--- src/rtl/flp_pkg.sv ---
`timescale 1ns / 1ps
`default_nettype none
// ----------------------------------------------------------------------------
// flp_pkg: shared definitions for the four-pole ladder low-pass filter
// Widths, operation codes and the controller-to-datapath command word.
// ----------------------------------------------------------------------------
package flp_pkg;

  localparam int SAMPLE_W = 16;
  localparam int CTRL_W   = 16;
  localparam int STATE_W  = 24;

  localparam int OP_W = 5;

  // One code per product in the sequence; the datapath picks operands and
  // the writeback target from it.
  localparam logic [OP_W-1:0] OP_T1    = 5'd0;
  localparam logic [OP_W-1:0] OP_P     = 5'd1;
  localparam logic [OP_W-1:0] OP_U     = 5'd2;
  localparam logic [OP_W-1:0] OP_INNER = 5'd3;
  localparam logic [OP_W-1:0] OP_G     = 5'd4;
  localparam logic [OP_W-1:0] OP_QK    = 5'd5;
  localparam logic [OP_W-1:0] OP_FIN   = 5'd6;
  localparam logic [OP_W-1:0] OP_S1A   = 5'd7;
  localparam logic [OP_W-1:0] OP_S1B   = 5'd8;
  localparam logic [OP_W-1:0] OP_S2A   = 5'd9;
  localparam logic [OP_W-1:0] OP_S2B   = 5'd10;
  localparam logic [OP_W-1:0] OP_S3A   = 5'd11;
  localparam logic [OP_W-1:0] OP_S3B   = 5'd12;
  localparam logic [OP_W-1:0] OP_S4A   = 5'd13;
  localparam logic [OP_W-1:0] OP_S4B   = 5'd14;
  localparam logic [OP_W-1:0] OP_SQ    = 5'd15;
  localparam logic [OP_W-1:0] OP_CUBE  = 5'd16;
  localparam logic [OP_W-1:0] OP_CLIP  = 5'd17;

  localparam logic [OP_W-1:0] OP_FIRST = OP_T1;
  localparam logic [OP_W-1:0] OP_LAST  = OP_CLIP;

  typedef struct packed {
    logic            capture;
    logic            issue;
    logic            wb;
    logic            out_load;
    logic [OP_W-1:0] op;
  } cmd_t;

endpackage
`default_nettype wire

--- src/rtl/flp_ctrl.sv ---
`timescale 1ns / 1ps
`default_nettype none
// ----------------------------------------------------------------------------
// flp_ctrl: sequencer for the ladder filter
// Walks the product sequence, issuing a multiply and then a writeback for each
// operation, and owns the input and output handshakes.
// ----------------------------------------------------------------------------
module flp_ctrl (
  input  logic          clk,
  input  logic          rst_n,
  input  logic          bypass,
  input  logic          in_valid,
  output logic          in_stall,
  output logic          out_valid,
  input  logic          out_stall,
  output flp_pkg::cmd_t cmd
);
  import flp_pkg::*;

  localparam logic [1:0] ST_IDLE = 2'd0;
  localparam logic [1:0] ST_MUL  = 2'd1;
  localparam logic [1:0] ST_WB   = 2'd2;
  localparam logic [1:0] ST_DONE = 2'd3;

  logic [1:0]      state_r, state_nxt;
  logic [OP_W-1:0] op_r, op_nxt;
  logic            out_valid_r, out_valid_nxt;

  always_comb begin
    state_nxt     = state_r;
    op_nxt        = op_r;
    out_valid_nxt = out_valid_r;
    cmd           = '0;
    cmd.op        = op_r;
    if (out_valid_r && !out_stall) begin
      out_valid_nxt = 1'b0;
    end
    case (state_r)
      ST_IDLE: begin
        if (in_valid) begin
          cmd.capture = 1'b1;
          op_nxt      = OP_FIRST;
          state_nxt   = bypass ? ST_DONE : ST_MUL;
        end
      end
      ST_MUL: begin
        cmd.issue = 1'b1;
        state_nxt = ST_WB;
      end
      ST_WB: begin
        cmd.wb = 1'b1;
        if (op_r == OP_LAST) begin
          state_nxt = ST_DONE;
        end else begin
          op_nxt    = op_r + OP_W'(1);
          state_nxt = ST_MUL;
        end
      end
      ST_DONE: begin
        // The output word may only be replaced once the old one is taken.
        if (!out_valid_r || !out_stall) begin
          cmd.out_load  = 1'b1;
          out_valid_nxt = 1'b1;
          state_nxt     = ST_IDLE;
        end
      end
      default: begin
        state_nxt = ST_IDLE;
      end
    endcase
  end

  always_ff @(posedge clk) begin
    if (!rst_n) begin
      state_r     <= ST_IDLE;
      op_r        <= OP_FIRST;
      out_valid_r <= 1'b0;
    end else begin
      state_r     <= state_nxt;
      op_r        <= op_nxt;
      out_valid_r <= out_valid_nxt;
    end
  end

  assign in_stall  = (state_r != ST_IDLE);
  assign out_valid = out_valid_r;

endmodule
`default_nettype wire

--- src/rtl/flp_dp.sv ---
`timescale 1ns / 1ps
`default_nettype none
// ----------------------------------------------------------------------------
// flp_dp: datapath for the ladder filter
// One shared signed multiplier with a registered product, operand selection
// and writeback by operation code, filter state and the output register.
// ----------------------------------------------------------------------------
module flp_dp (
  input  logic                                 clk,
  input  logic                                 rst_n,
  input  flp_pkg::cmd_t                        cmd,
  input  logic                                 bypass,
  input  logic signed [flp_pkg::SAMPLE_W-1:0]  in_sample_in,
  input  logic        [flp_pkg::CTRL_W-1:0]    in_cutoff,
  input  logic        [flp_pkg::CTRL_W-1:0]    in_resonance,
  output logic signed [flp_pkg::SAMPLE_W-1:0]  out_sample_out
);
  import flp_pkg::*;

  localparam int DP_W        = 32;
  localparam int PROD_W      = 2 * DP_W;
  localparam int COEF_FRAC   = 20;
  localparam int STATE_FRAC  = STATE_W - 4;
  localparam int SAMPLE_FRAC = SAMPLE_W - 1;
  localparam int FREQ_SH     = COEF_FRAC - CTRL_W - 2;
  localparam int RES_SH      = COEF_FRAC - CTRL_W;
  localparam int XS_SH       = STATE_FRAC - SAMPLE_FRAC;

  localparam logic signed [DP_W-1:0] COEF_ONE = DP_W'(1) << COEF_FRAC;
  localparam logic signed [DP_W-1:0] K_0P8    = DP_W'(838861);
  localparam logic signed [DP_W-1:0] K_5P6    = DP_W'(5872026);
  localparam logic signed [DP_W-1:0] K_SIXTH  = DP_W'(174763);

  function automatic logic signed [DP_W-1:0] sx_state(input logic signed [STATE_W-1:0] v);
    return {{(DP_W-STATE_W){v[STATE_W-1]}}, v};
  endfunction

  function automatic logic signed [STATE_W-1:0] sat_state(input logic signed [DP_W-1:0] v);
    logic [DP_W-STATE_W:0] hi;
    hi = v[DP_W-1:STATE_W-1];
    if (hi == '0 || hi == '1) begin
      return v[STATE_W-1:0];
    end else if (v[DP_W-1]) begin
      return {1'b1, {(STATE_W-1){1'b0}}};
    end else begin
      return {1'b0, {(STATE_W-1){1'b1}}};
    end
  endfunction

  function automatic logic signed [SAMPLE_W-1:0] sat_sample(
    input logic signed [STATE_W-1:0] v
  );
    logic [STATE_W-SAMPLE_W:0] hi;
    hi = v[STATE_W-1:SAMPLE_W-1];
    if (hi == '0 || hi == '1) begin
      return v[SAMPLE_W-1:0];
    end else if (v[STATE_W-1]) begin
      return {1'b1, {(SAMPLE_W-1){1'b0}}};
    end else begin
      return {1'b0, {(SAMPLE_W-1){1'b1}}};
    end
  endfunction

  // Captured word.
  logic signed [SAMPLE_W-1:0] sample_r;
  logic        [CTRL_W-1:0]   cut_r;
  logic        [CTRL_W-1:0]   res_r;

  // Working registers.
  logic signed [DP_W-1:0]    p_r;
  logic signed [DP_W-1:0]    tmp_r;
  logic signed [DP_W-1:0]    acc_r;
  logic signed [STATE_W-1:0] fin_r;
  logic signed [STATE_W-1:0] old_r;
  logic signed [PROD_W-1:0]  prod_r;
  logic signed [SAMPLE_W-1:0] out_r;

  // Filter state.
  logic signed [STATE_W-1:0] prev_r;
  logic signed [STATE_W-1:0] s1_r;
  logic signed [STATE_W-1:0] s2_r;
  logic signed [STATE_W-1:0] s3_r;
  logic signed [STATE_W-1:0] s4_r;

  logic signed [DP_W-1:0]   freq_w, q0_w, res_w, xs_w, f_w;
  logic signed [DP_W-1:0]   mul_a, mul_b;
  logic signed [PROD_W-1:0] sh20_w, sh21_w;
  logic signed [DP_W-1:0]   m20_w, m21_w;
  logic signed [STATE_W-1:0] stage_w;
  logic signed [STATE_W-1:0] y_w;

  assign freq_w = $signed({{(DP_W-CTRL_W){1'b0}}, cut_r}) <<< FREQ_SH;
  assign q0_w   = COEF_ONE - freq_w;
  assign res_w  = $signed({{(DP_W-CTRL_W){1'b0}}, res_r}) <<< RES_SH;
  assign xs_w   = $signed({{(DP_W-SAMPLE_W){sample_r[SAMPLE_W-1]}}, sample_r}) <<< XS_SH;
  assign f_w    = (p_r <<< 1) - COEF_ONE;

  // Arithmetic shifts of the product give floor rounding.
  assign sh20_w = prod_r >>> COEF_FRAC;
  assign sh21_w = prod_r >>> (COEF_FRAC + 1);
  assign m20_w  = sh20_w[DP_W-1:0];
  assign m21_w  = sh21_w[DP_W-1:0];

  assign stage_w = sat_state(acc_r - m20_w);
  assign y_w     = s4_r >>> XS_SH;

  always_comb begin
    mul_a = '0;
    mul_b = '0;
    case (cmd.op)
      OP_T1: begin
        mul_a = freq_w;
        mul_b = q0_w;
      end
      OP_P: begin
        mul_a = tmp_r;
        mul_b = K_0P8;
      end
      OP_U: begin
        mul_a = K_5P6;
        mul_b = q0_w;
      end
      OP_INNER: begin
        mul_a = tmp_r;
        mul_b = q0_w;
      end
      OP_G: begin
        mul_a = q0_w;
        mul_b = tmp_r;
      end
      OP_QK: begin
        mul_a = res_w;
        mul_b = tmp_r;
      end
      OP_FIN: begin
        mul_a = tmp_r;
        mul_b = sx_state(s4_r);
      end
      OP_S1A: begin
        mul_a = sx_state(fin_r) + sx_state(prev_r);
        mul_b = p_r;
      end
      OP_S1B: begin
        mul_a = sx_state(s1_r);
        mul_b = f_w;
      end
      OP_S2A: begin
        mul_a = sx_state(s1_r) + sx_state(old_r);
        mul_b = p_r;
      end
      OP_S2B: begin
        mul_a = sx_state(s2_r);
        mul_b = f_w;
      end
      OP_S3A: begin
        mul_a = sx_state(s2_r) + sx_state(old_r);
        mul_b = p_r;
      end
      OP_S3B: begin
        mul_a = sx_state(s3_r);
        mul_b = f_w;
      end
      OP_S4A: begin
        mul_a = sx_state(s3_r) + sx_state(old_r);
        mul_b = p_r;
      end
      OP_S4B: begin
        mul_a = sx_state(s4_r);
        mul_b = f_w;
      end
      OP_SQ: begin
        mul_a = tmp_r;
        mul_b = tmp_r;
      end
      OP_CUBE: begin
        mul_a = acc_r;
        mul_b = tmp_r;
      end
      OP_CLIP: begin
        mul_a = acc_r;
        mul_b = K_SIXTH;
      end
      default: begin
        mul_a = '0;
        mul_b = '0;
      end
    endcase
  end

  // Working and payload registers.
  always_ff @(posedge clk) begin
    if (cmd.capture) begin
      sample_r <= in_sample_in;
      cut_r    <= in_cutoff;
      res_r    <= in_resonance;
    end
    if (cmd.issue) begin
      prod_r <= mul_a * mul_b;
    end
    if (cmd.wb) begin
      case (cmd.op)
        OP_T1:    tmp_r <= m20_w;
        OP_P:     p_r   <= freq_w + m20_w;
        OP_U:     tmp_r <= m20_w;
        OP_INNER: tmp_r <= freq_w + m20_w;
        OP_G:     tmp_r <= COEF_ONE + m21_w;
        OP_QK:    tmp_r <= m20_w;
        OP_FIN:   fin_r <= sat_state(xs_w - m20_w);
        OP_S1A, OP_S2A, OP_S3A, OP_S4A: acc_r <= m20_w;
        OP_S1B:   old_r <= s1_r;
        OP_S2B:   old_r <= s2_r;
        OP_S3B:   old_r <= s3_r;
        // The last stage before the soft clip is held in tmp_r.
        OP_S4B:   tmp_r <= sx_state(stage_w);
        OP_SQ:    acc_r <= m20_w;
        OP_CUBE:  acc_r <= m20_w;
        default: begin
        end
      endcase
    end
    if (cmd.out_load) begin
      out_r <= bypass ? sample_r : sat_sample(y_w);
    end
  end

  // Filter state.
  always_ff @(posedge clk) begin
    if (!rst_n) begin
      prev_r <= '0;
      s1_r   <= '0;
      s2_r   <= '0;
      s3_r   <= '0;
      s4_r   <= '0;
    end else if (cmd.wb) begin
      case (cmd.op)
        OP_S1B: s1_r <= stage_w;
        OP_S2B: s2_r <= stage_w;
        OP_S3B: s3_r <= stage_w;
        OP_CLIP: begin
          s4_r   <= sat_state(tmp_r - m20_w);
          prev_r <= fin_r;
        end
        default: begin
        end
      endcase
    end
  end

  assign out_sample_out = out_r;

endmodule
`default_nettype wire

--- src/rtl/four_pole_ladder_lowpass.sv ---
// A new word is taken only when the sequencer is idle, so each sample finishes before the next
// is accepted; its 18 products go one at a time through the single shared 32x32 multiplier,
// each as a multiply followed by a writeback. With bypass, the products are skipped.
// Results wait in an output register, so the next word is taken while one is pending.
// Reset: synchronous, active low; clears the ladder state, the bypass bit and the handshakes.
`timescale 1ns / 1ps
`default_nettype none
// ----------------------------------------------------------------------------
// four_pole_ladder_lowpass: resonant four-pole ladder low-pass filter
// Sequencer plus shared-multiplier datapath, with the bypass register.
// ----------------------------------------------------------------------------
module four_pole_ladder_lowpass (
  input  logic                                 clk,
  input  logic                                 rst_n,
  input  logic                                 cfg_wr_en,
  input  logic                                 cfg_wr_data,
  input  logic                                 in_valid,
  output logic                                 in_stall,
  input  logic signed [flp_pkg::SAMPLE_W-1:0]  in_sample_in,
  input  logic        [flp_pkg::CTRL_W-1:0]    in_cutoff,
  input  logic        [flp_pkg::CTRL_W-1:0]    in_resonance,
  output logic                                 out_valid,
  input  logic                                 out_stall,
  output logic signed [flp_pkg::SAMPLE_W-1:0]  out_sample_out
);
  import flp_pkg::*;

  logic bypass_r;
  cmd_t cmd;

  always_ff @(posedge clk) begin
    if (!rst_n) begin
      bypass_r <= 1'b0;
    end else if (cfg_wr_en) begin
      bypass_r <= cfg_wr_data;
    end
  end

  flp_ctrl u_ctrl (
    .clk       (clk),
    .rst_n     (rst_n),
    .bypass    (bypass_r),
    .in_valid  (in_valid),
    .in_stall  (in_stall),
    .out_valid (out_valid),
    .out_stall (out_stall),
    .cmd       (cmd)
  );

  flp_dp u_dp (
    .clk            (clk),
    .rst_n          (rst_n),
    .cmd            (cmd),
    .bypass         (bypass_r),
    .in_sample_in   (in_sample_in),
    .in_cutoff      (in_cutoff),
    .in_resonance   (in_resonance),
    .out_sample_out (out_sample_out)
  );

endmodule
`default_nettype wire
--- config.mk ---
export PLATFORM = sky130hd
export DESIGN_NAME = four_pole_ladder_lowpass
export DESIGN_NICKNAME = d
export VERILOG_FILES = /design/src/rtl/flp_pkg.sv /design/src/rtl/flp_ctrl.sv /design/src/rtl/flp_dp.sv /design/src/rtl/four_pole_ladder_lowpass.sv
export SDC_FILE = /design/constraint.sdc
export NUM_CORES = 2
export LEC_CHECK = 0
export BUFFER_PORTS_ARGS = -buffer_cell sky130_fd_sc_hd__buf_2
export CAP_MARGIN = 20
export CORE_ASPECT_RATIO = 2
export CORE_MARGIN = 5
export CORE_UTILIZATION = 55
export CTS_BUF_LIST = sky130_fd_sc_hd__clkbuf_8
export CTS_CLUSTER_DIAMETER = 60
export CTS_CLUSTER_SIZE = 28
export DETAILED_ROUTE_END_ITERATION = 8
export PLACE_DENSITY = 0.76
export SYNTH_ARGS = -nofsm -noshare
export SYNTH_HDL_FRONTEND = slang
export SYNTH_HIERARCHICAL = 1
export SYNTH_SLANG_ARGS = --single-unit
--- constraint.sdc ---
create_clock -name clk -period 10.1 [get_ports clk]
set_clock_uncertainty 0.05 [all_clocks]
set_input_delay 0 -clock clk [delete_from_list [all_inputs] [get_ports clk]]
set_output_delay 0 -clock clk [all_outputs]
set_load 0.01 [all_outputs]
# --- After elaboration in Yosys (flattened, before gate mapping) ---
# Cells that the tools add are included.
word_totals:
  reg_bits: 390
  latchBits: 0
  ram_bits: 0
  mem_bits_ro: 0
  wordCells: 126
  memories: 0
classes:
  addsub: 12
  n_mul: 1
  div: 0
  order_cmp: 0
  eq_ne: 27
  n_shift: 0
  mux: 30
  bitwise_logic: 0
  n_reduce_logical: 37
op_table:
  columns: ["operator", "count"]
  rows:
  - ["$pmux 32 s14", 1]
  - ["$pmux 32 s7", 1]
  - ["$mux 24", 6]
  - ["$pmux 32 s4", 1]
  - ["$add 24x24->25", 4]
  - ["$pmux 24 s3", 1]
  - ["$sub 32x32->32", 2]
  - ["$mul 32x32->53", 1]
  - ["$mux 16", 3]
  - ["$eq 5x4->1 const B", 8]
  - ["$eq 9x9->1 const B", 4]
  - ["$logic_not 9->1", 4]
  - ["$add 19x32->32", 1]
  - ["$add 22x32->32 const A", 1]
  - ["$sub 21x32->32", 1]
  - ["$sub 32x22->32 const B", 1]
  - ["$sub 21x18->22 const A", 1]
  - ["$eq 5x3->1 const B", 4]
  - ["$reduce_and 2->1", 10]
  - ["$reduce_or 4->1", 4]
  - ["$eq 5x2->1 const B", 2]
  - ["$eq 5x5->1 const B", 2]
  - ["$mux 5", 2]
  - ["$pmux 5 s2", 1]
  - ["21 further kinds", 41]

# --- Depth between registers and ports, before layout ---
logic_depth:
  ltp_word: 5
  mapped_depth: 45
  depth_no_buf: 43

# --- Cells and area by module ---
# Netlist, hierarchy kept.
by_module_without_submodules:
  columns: ["mod", "n_inst", "cells_each", "area_per_inst_um2", "seq_area_each_um2"]
  rows:
  - ["flp_dp", 1, 6433, 57296.2, 9639.2]
  - ["flp_ctrl", 1, 51, 460.4, 160.2]
  - ["four_pole_ladder_lowpass", 1, 3, 36.3, 20.0]

# --- Worst setup path before layout ---
# OpenSTA, ideal clock, no wires.
synth_path:
  path_kind: "reg-to-reg"
  start: "register u_dp.old_r[5]"
  end: "register u_dp.prod_r[41] (data pin)"
  t_arrival_ns: 10.216
  required_time_ns: 9.911
  setup_slack_ns: -0.305
  stages_incl_launch_ff: 38
  period_less_slack_ns: 10.405
  cell_sequence: "edfxtp_1 > ha_1 > a21o_1 > or3_1 > o221a_2 > a31oi_1 > o21ai_1 > a2111oi_0 > nor3_1 > xor2_1 > a221oi_1 > o2111a_1 > clkbuf_1 > buf_1 > nor2_1 > fa_1 > fa_1 > inv_1 > (+2 left out) > inv_1 > fa_1 > fa_1 > fa_1 > fa_1 > ha_1 > clkbuf_1 > a21o_1 > a21o_1 > a21o_1 > a31oi_1 > o211ai_1 > a31o_4 > a221o_1 > and2_4 > or3_4 > a2111oi_2 > nand4b_1"
synth_via:
  elab_chain_cells: 3
synth_lines:
  columns: ["item", "line_no", "source"]
  rows:
  - ["from (decl)", "flp_dp.sv:74", "logic signed [STATE_W-1:0] old_r;"]
  - ["from (signal assigned)", "flp_dp.sv:210", "OP_S1B: old_r <= s1_r;"]
  - ["from (signal assigned)", "flp_dp.sv:211", "OP_S2B: old_r <= s2_r;"]
  - ["from (signal assigned)", "flp_dp.sv:212", "OP_S3B: old_r <= s3_r;"]
  - ["$add 24x24->25 (on tied branches)", "flp_dp.sv:164, flp_dp.sv:148, flp_dp.sv:156", null]
  - ["$pmux 32 s14 (*)", "flp_dp.sv:110", "case (cmd.op)"]
  - ["$mul 32x32->53 (*)", "flp_dp.sv:198", "prod_r <= mul_a * mul_b;"]
  - ["to (signal assigned)", "flp_dp.sv:198", null]
  - ["to (decl)", "flp_dp.sv:75", "logic signed [PROD_W-1:0] prod_r;"]
# Mark *: on every way between the ends. The rest lies on a longest branch, timed or not.
# A chain may end at the register's enable or synchronous reset.

# --- Worst setup path after layout ---
layout_path:
  start: "register u_dp.old_r[0]"
  end: "register u_dp.prod_r[52] (data pin)"
# Same word-level chain as after synthesis.

==> flow_metrics.env <==
export IMPL_worstSkewPairLatency_ps=830
export IMPL_syn_avg_cell_area_sq_um=8.909
export IMPL_r2r_start="u_dp/old_r[0]"
export IMPL_grt_pass1_vias=62573
export IMPL_post_drt_wl_per_cell_um=30.93
export IMPL_synth_edf_count=241
export IMPL_rsz0062_at_grt="yes"
export IMPL_layout_common_cells="1205 x buf_4, 1053 x inv_1, 904 x fa_1, 686 x nand2_1, 633 x nor2_1"
export IMPL_synth_fp_nets=7856
export IMPL_outcome="finished with violations"
export IMPL_cts_made_buffers=24
export IMPL_synthAdderAreaFrac=0.4069
export IMPL_antenna_found_initial=14
export IMPL_die_h_um=468.4
export IMPL_yosysTopAreaCellShare=0.3260
export IMPL_pre_cts_slack_ps=-2274
export IMPL_hp_class="input port to flip-flop"
export IMPL_fin_crit_ps=11360
export IMPL_synth_xor_area_share=0.04087
export IMPL_setup_viol=21
export IMPL_core_sq_um=104700
export IMPL_start_kind="flip-flop"
export IMPL_clock_sinks=370
export IMPL_grt_overflow=0
export IMPL_ys_top_cells_by_area="fa_1 33%, edfxtp_1 13%, ha_1 8.1%"
export IMPL_critPathArrivalTime_ps=11900
export IMPL_crit_slowest_cell="o211ai_1"
export IMPL_dp_hpwl_um=231200
export IMPL_cp_max_fo=6
export IMPL_gp_congestion=1.130
export IMPL_max_stage_delay_ps=600
export IMPL_synth_area_sq_um=57790
export IMPL_fill_cells=7895
export IMPL_r2r_setup_slack_ps=-1260
export IMPL_track_usage=0.5015
export IMPL_ys_flop_type="edfxtp_1"
export IMPL_cts_buffer_depth=3
export IMPL_clk_pin_slew_ps=180
export IMPL_ant_nets=0
export IMPL_hold_viol=0
export IMPL_row_count=168
export IMPL_synth_mux_area_frac=0.001992
export IMPL_min_path_cells=4
export IMPL_synthSimpleGateAreaFrac=0.1413
export IMPL_reg2reg_to="u_dp/prod_r[52]"
export IMPL_start_util=0.5521
export IMPL_die_area_sq_um=112100
export IMPL_grt_max_degree=80
export IMPL_maxCapViolations=0
export IMPL_worstPathRequired_ps=10630
export IMPL_firstDrtPassIters=9
export IMPL_final_common_cell="buf_4"
export IMPL_max_clock_freq_mhz=87.99
export IMPL_synth_top_family_by_area="adder cells"
export IMPL_fin_crit_sh=1.125
export IMPL_synth_area_leader_cell="fa_1"
export IMPL_ys_async_sr_fraction=0
export IMPL_ys_warn_count=6
export IMPL_drt_wl_total_um=282500
export IMPL_synth_compound_area_frac=0.1483
export IMPL_critical_path_most_common_cell="fa_1"
export IMPL_utilization=0.7072
export IMPL_netlist_instances=6487
export IMPL_synth_yosys_seq_area_share=0.1699
export IMPL_violations="setup timing"
export IMPL_finalNetCount=9114
export IMPL_ios=72
export IMPL_whs_endpoint="u_ctrl/out_valid"
export IMPL_grt_pass1_wl_um=406900
export IMPL_drive_gt1_frac=0.2352
export IMPL_drt_iter0_drc=5731
export IMPL_post_drt_via_cell_ratio=6.338
export IMPL_num_vias=57902
export IMPL_min_delay_start="out_stall"
export IMPL_setup_ws_ps=-1265
export IMPL_ys_seq_elements=370
export IMPL_max_slew_margin=0.1592
export IMPL_root_buffer="clkbuf_8"
export IMPL_path_class="flip-flop to flip-flop"
export IMPL_cts_tree="yes"
export IMPL_end_kind="flip-flop"
export IMPL_cts_htree_levels=1
export IMPL_yosys_cell_types_count=96
export IMPL_die_w_um=239.2
export IMPL_r2r_cells=42
export IMPL_drc=0
export IMPL_io_buffer_count=71
export IMPL_tightest_slew_ps=1261
export IMPL_synthToLayoutAreaGrowth_pct=28.09
export IMPL_slew_violations=0
## state kept, by name (all words and copies together) (netlist names)
signal	cells
u_dp/old_r	24
bypass_r	1
u_dp/out_sample_out	16
u_dp/sample_r	16
u_dp/fin_r	24
u_ctrl/state_r	2
u_ctrl/out_valid	1
u_dp/prod_r	33
u_dp/s2_r	24
u_ctrl/op_r	5
u_dp/cut_r	16
u_dp/tmp_r	32
u_dp/acc_r	32
u_dp/s1_r	24
u_dp/s4_r	24
u_dp/res_r	16
u_dp/prev_r	24
u_dp/p_r	32
u_dp/s3_r	24
## layer usage
metal | up-vias | global-route usage | wire length (um)
met5 | - | 0.005195 | 54
met4 | 8 | 0.6004 | 48230
met2 | 3993 | 0.8260 | 131600
met1 | 28091 | 0.4507 | 78150
li1 | 23727 | - | -
met3 | 2083 | 0.1350 | 24470
## through the flow
stage | hold WS (ps) | cells | TNS [ps] | cell area (sq um)
6_report | 34.60 | 9135 | -15950 | 74030
5_1_grt | 96.07 | 9126 | -23190 | 74000
3_5_place_dp | 128.1 | 8877 | -26990 | 69630
2_1_floorplan | 48.87 | 6487 | -33.47 | 57840
4_1_cts | 72.19 | 9079 | -10220 | 72630
3_3_place_gp | 126.5 | 8877 | -25150 | 69630
## synthesized netlist by cell type, types with 14 or more instances
cell type	n
nor4_1	21
o211ai_1	22
and3_1	30
nand4_1	27
ha_1	374
o21ai_0	253
or2_2	24
a31oi_1	48
nand3_1	85
a221o_1	49
a21oi_1	371
nand2_1	696
buf_1	14
nor2b_1	65
nand2b_1	71
o22ai_1	16
xor2_1	93
a22o_1	15
a222oi_1	26
or3_1	30
xnor2_1	169
dfxtp_1	129
a211o_1	18
a21boi_0	41
fa_1	941
a22oi_1	35
a21o_1	111
clkbuf_1	262
and2_1	40
nor3_1	56
nor2_1	662
edfxtp_1	241
a221oi_1	63
inv_1	1076
o21a_1	40
o21bai_1	32
a211oi_1	26
o31ai_1	23
## how the worst max path moves through the flow
stage / start / to / cells past startpoint / slack, ps
after floorplan: u_ctrl/op_r[0] / u_dp/prod_r[41] / 38 / -30
after global routing: u_dp/old_r[1] / u_dp/prod_r[52] / 46 / -1510
after detailed placement: u_dp/old_r[1] / u_dp/prod_r[51] / 46 / -2270
final: u_dp/old_r[0] / u_dp/prod_r[52] / 42 / -1260
after global placement: u_dp/old_r[1] / u_dp/prod_r[52] / 45 / -2150
after CTS: u_dp/fin_r[1] / u_dp/prod_r[50] / 45 / -970
## timing repair
item,CTS,global route
hold buffers,103,0
resized for setup,223,207
buffers inserted,62,46
setup endpoints to repair,31,32
endpoints found under the hold margin,152,0
pin swaps,126,199
## worst max-delay path: cells and delay by family, from the launching register on
family,cells,cell delay (ps)
and+or+nand+nor,9,1750
DFF,1,510
buffers and inverters,11,1570
adders and majority gates,11,5000
xor gates and xnor gates,2,380
AOI/OAI and AO/OA,9,1800
## cell type report
| type | count | area [sq um] | area share |
|---|---|---|---|
| inverter | 1077 | 4050 | 0.05471 |
| clock inverter | 20 | 297.8 | 0.004023 |
| clock buffer | 24 | 330.3 | 0.004462 |
| tap | 1360 | 1702 | 0.02299 |
| antenna | 12 | 30.03 | 0.0004057 |
| multi-input combinational | 4742 | 44700 | 0.6039 |
| timing repair buffer | 1530 | 13090 | 0.1768 |
| sequential | 370 | 9823 | 0.1327 |
## cell families (layout without fill, tap and decap cells)
kind of cell / after synthesis / in the layout
AO/OA/AOI/OAI: 1296 / 1296
XOR/XNOR: 265 / 265
adder cells (fa/ha/maj): 1315 / 1315
buffers and inverters: 1375 / 2651
flip-flops: 370 / 370
multiplexers: 10 / 10
other: 0 / 12
AND/OR/NAND/NOR: 1856 / 1856
Power is not shown: default switching activity piles up to over one toggle a cycle in this logic, so the estimate is an artifact.
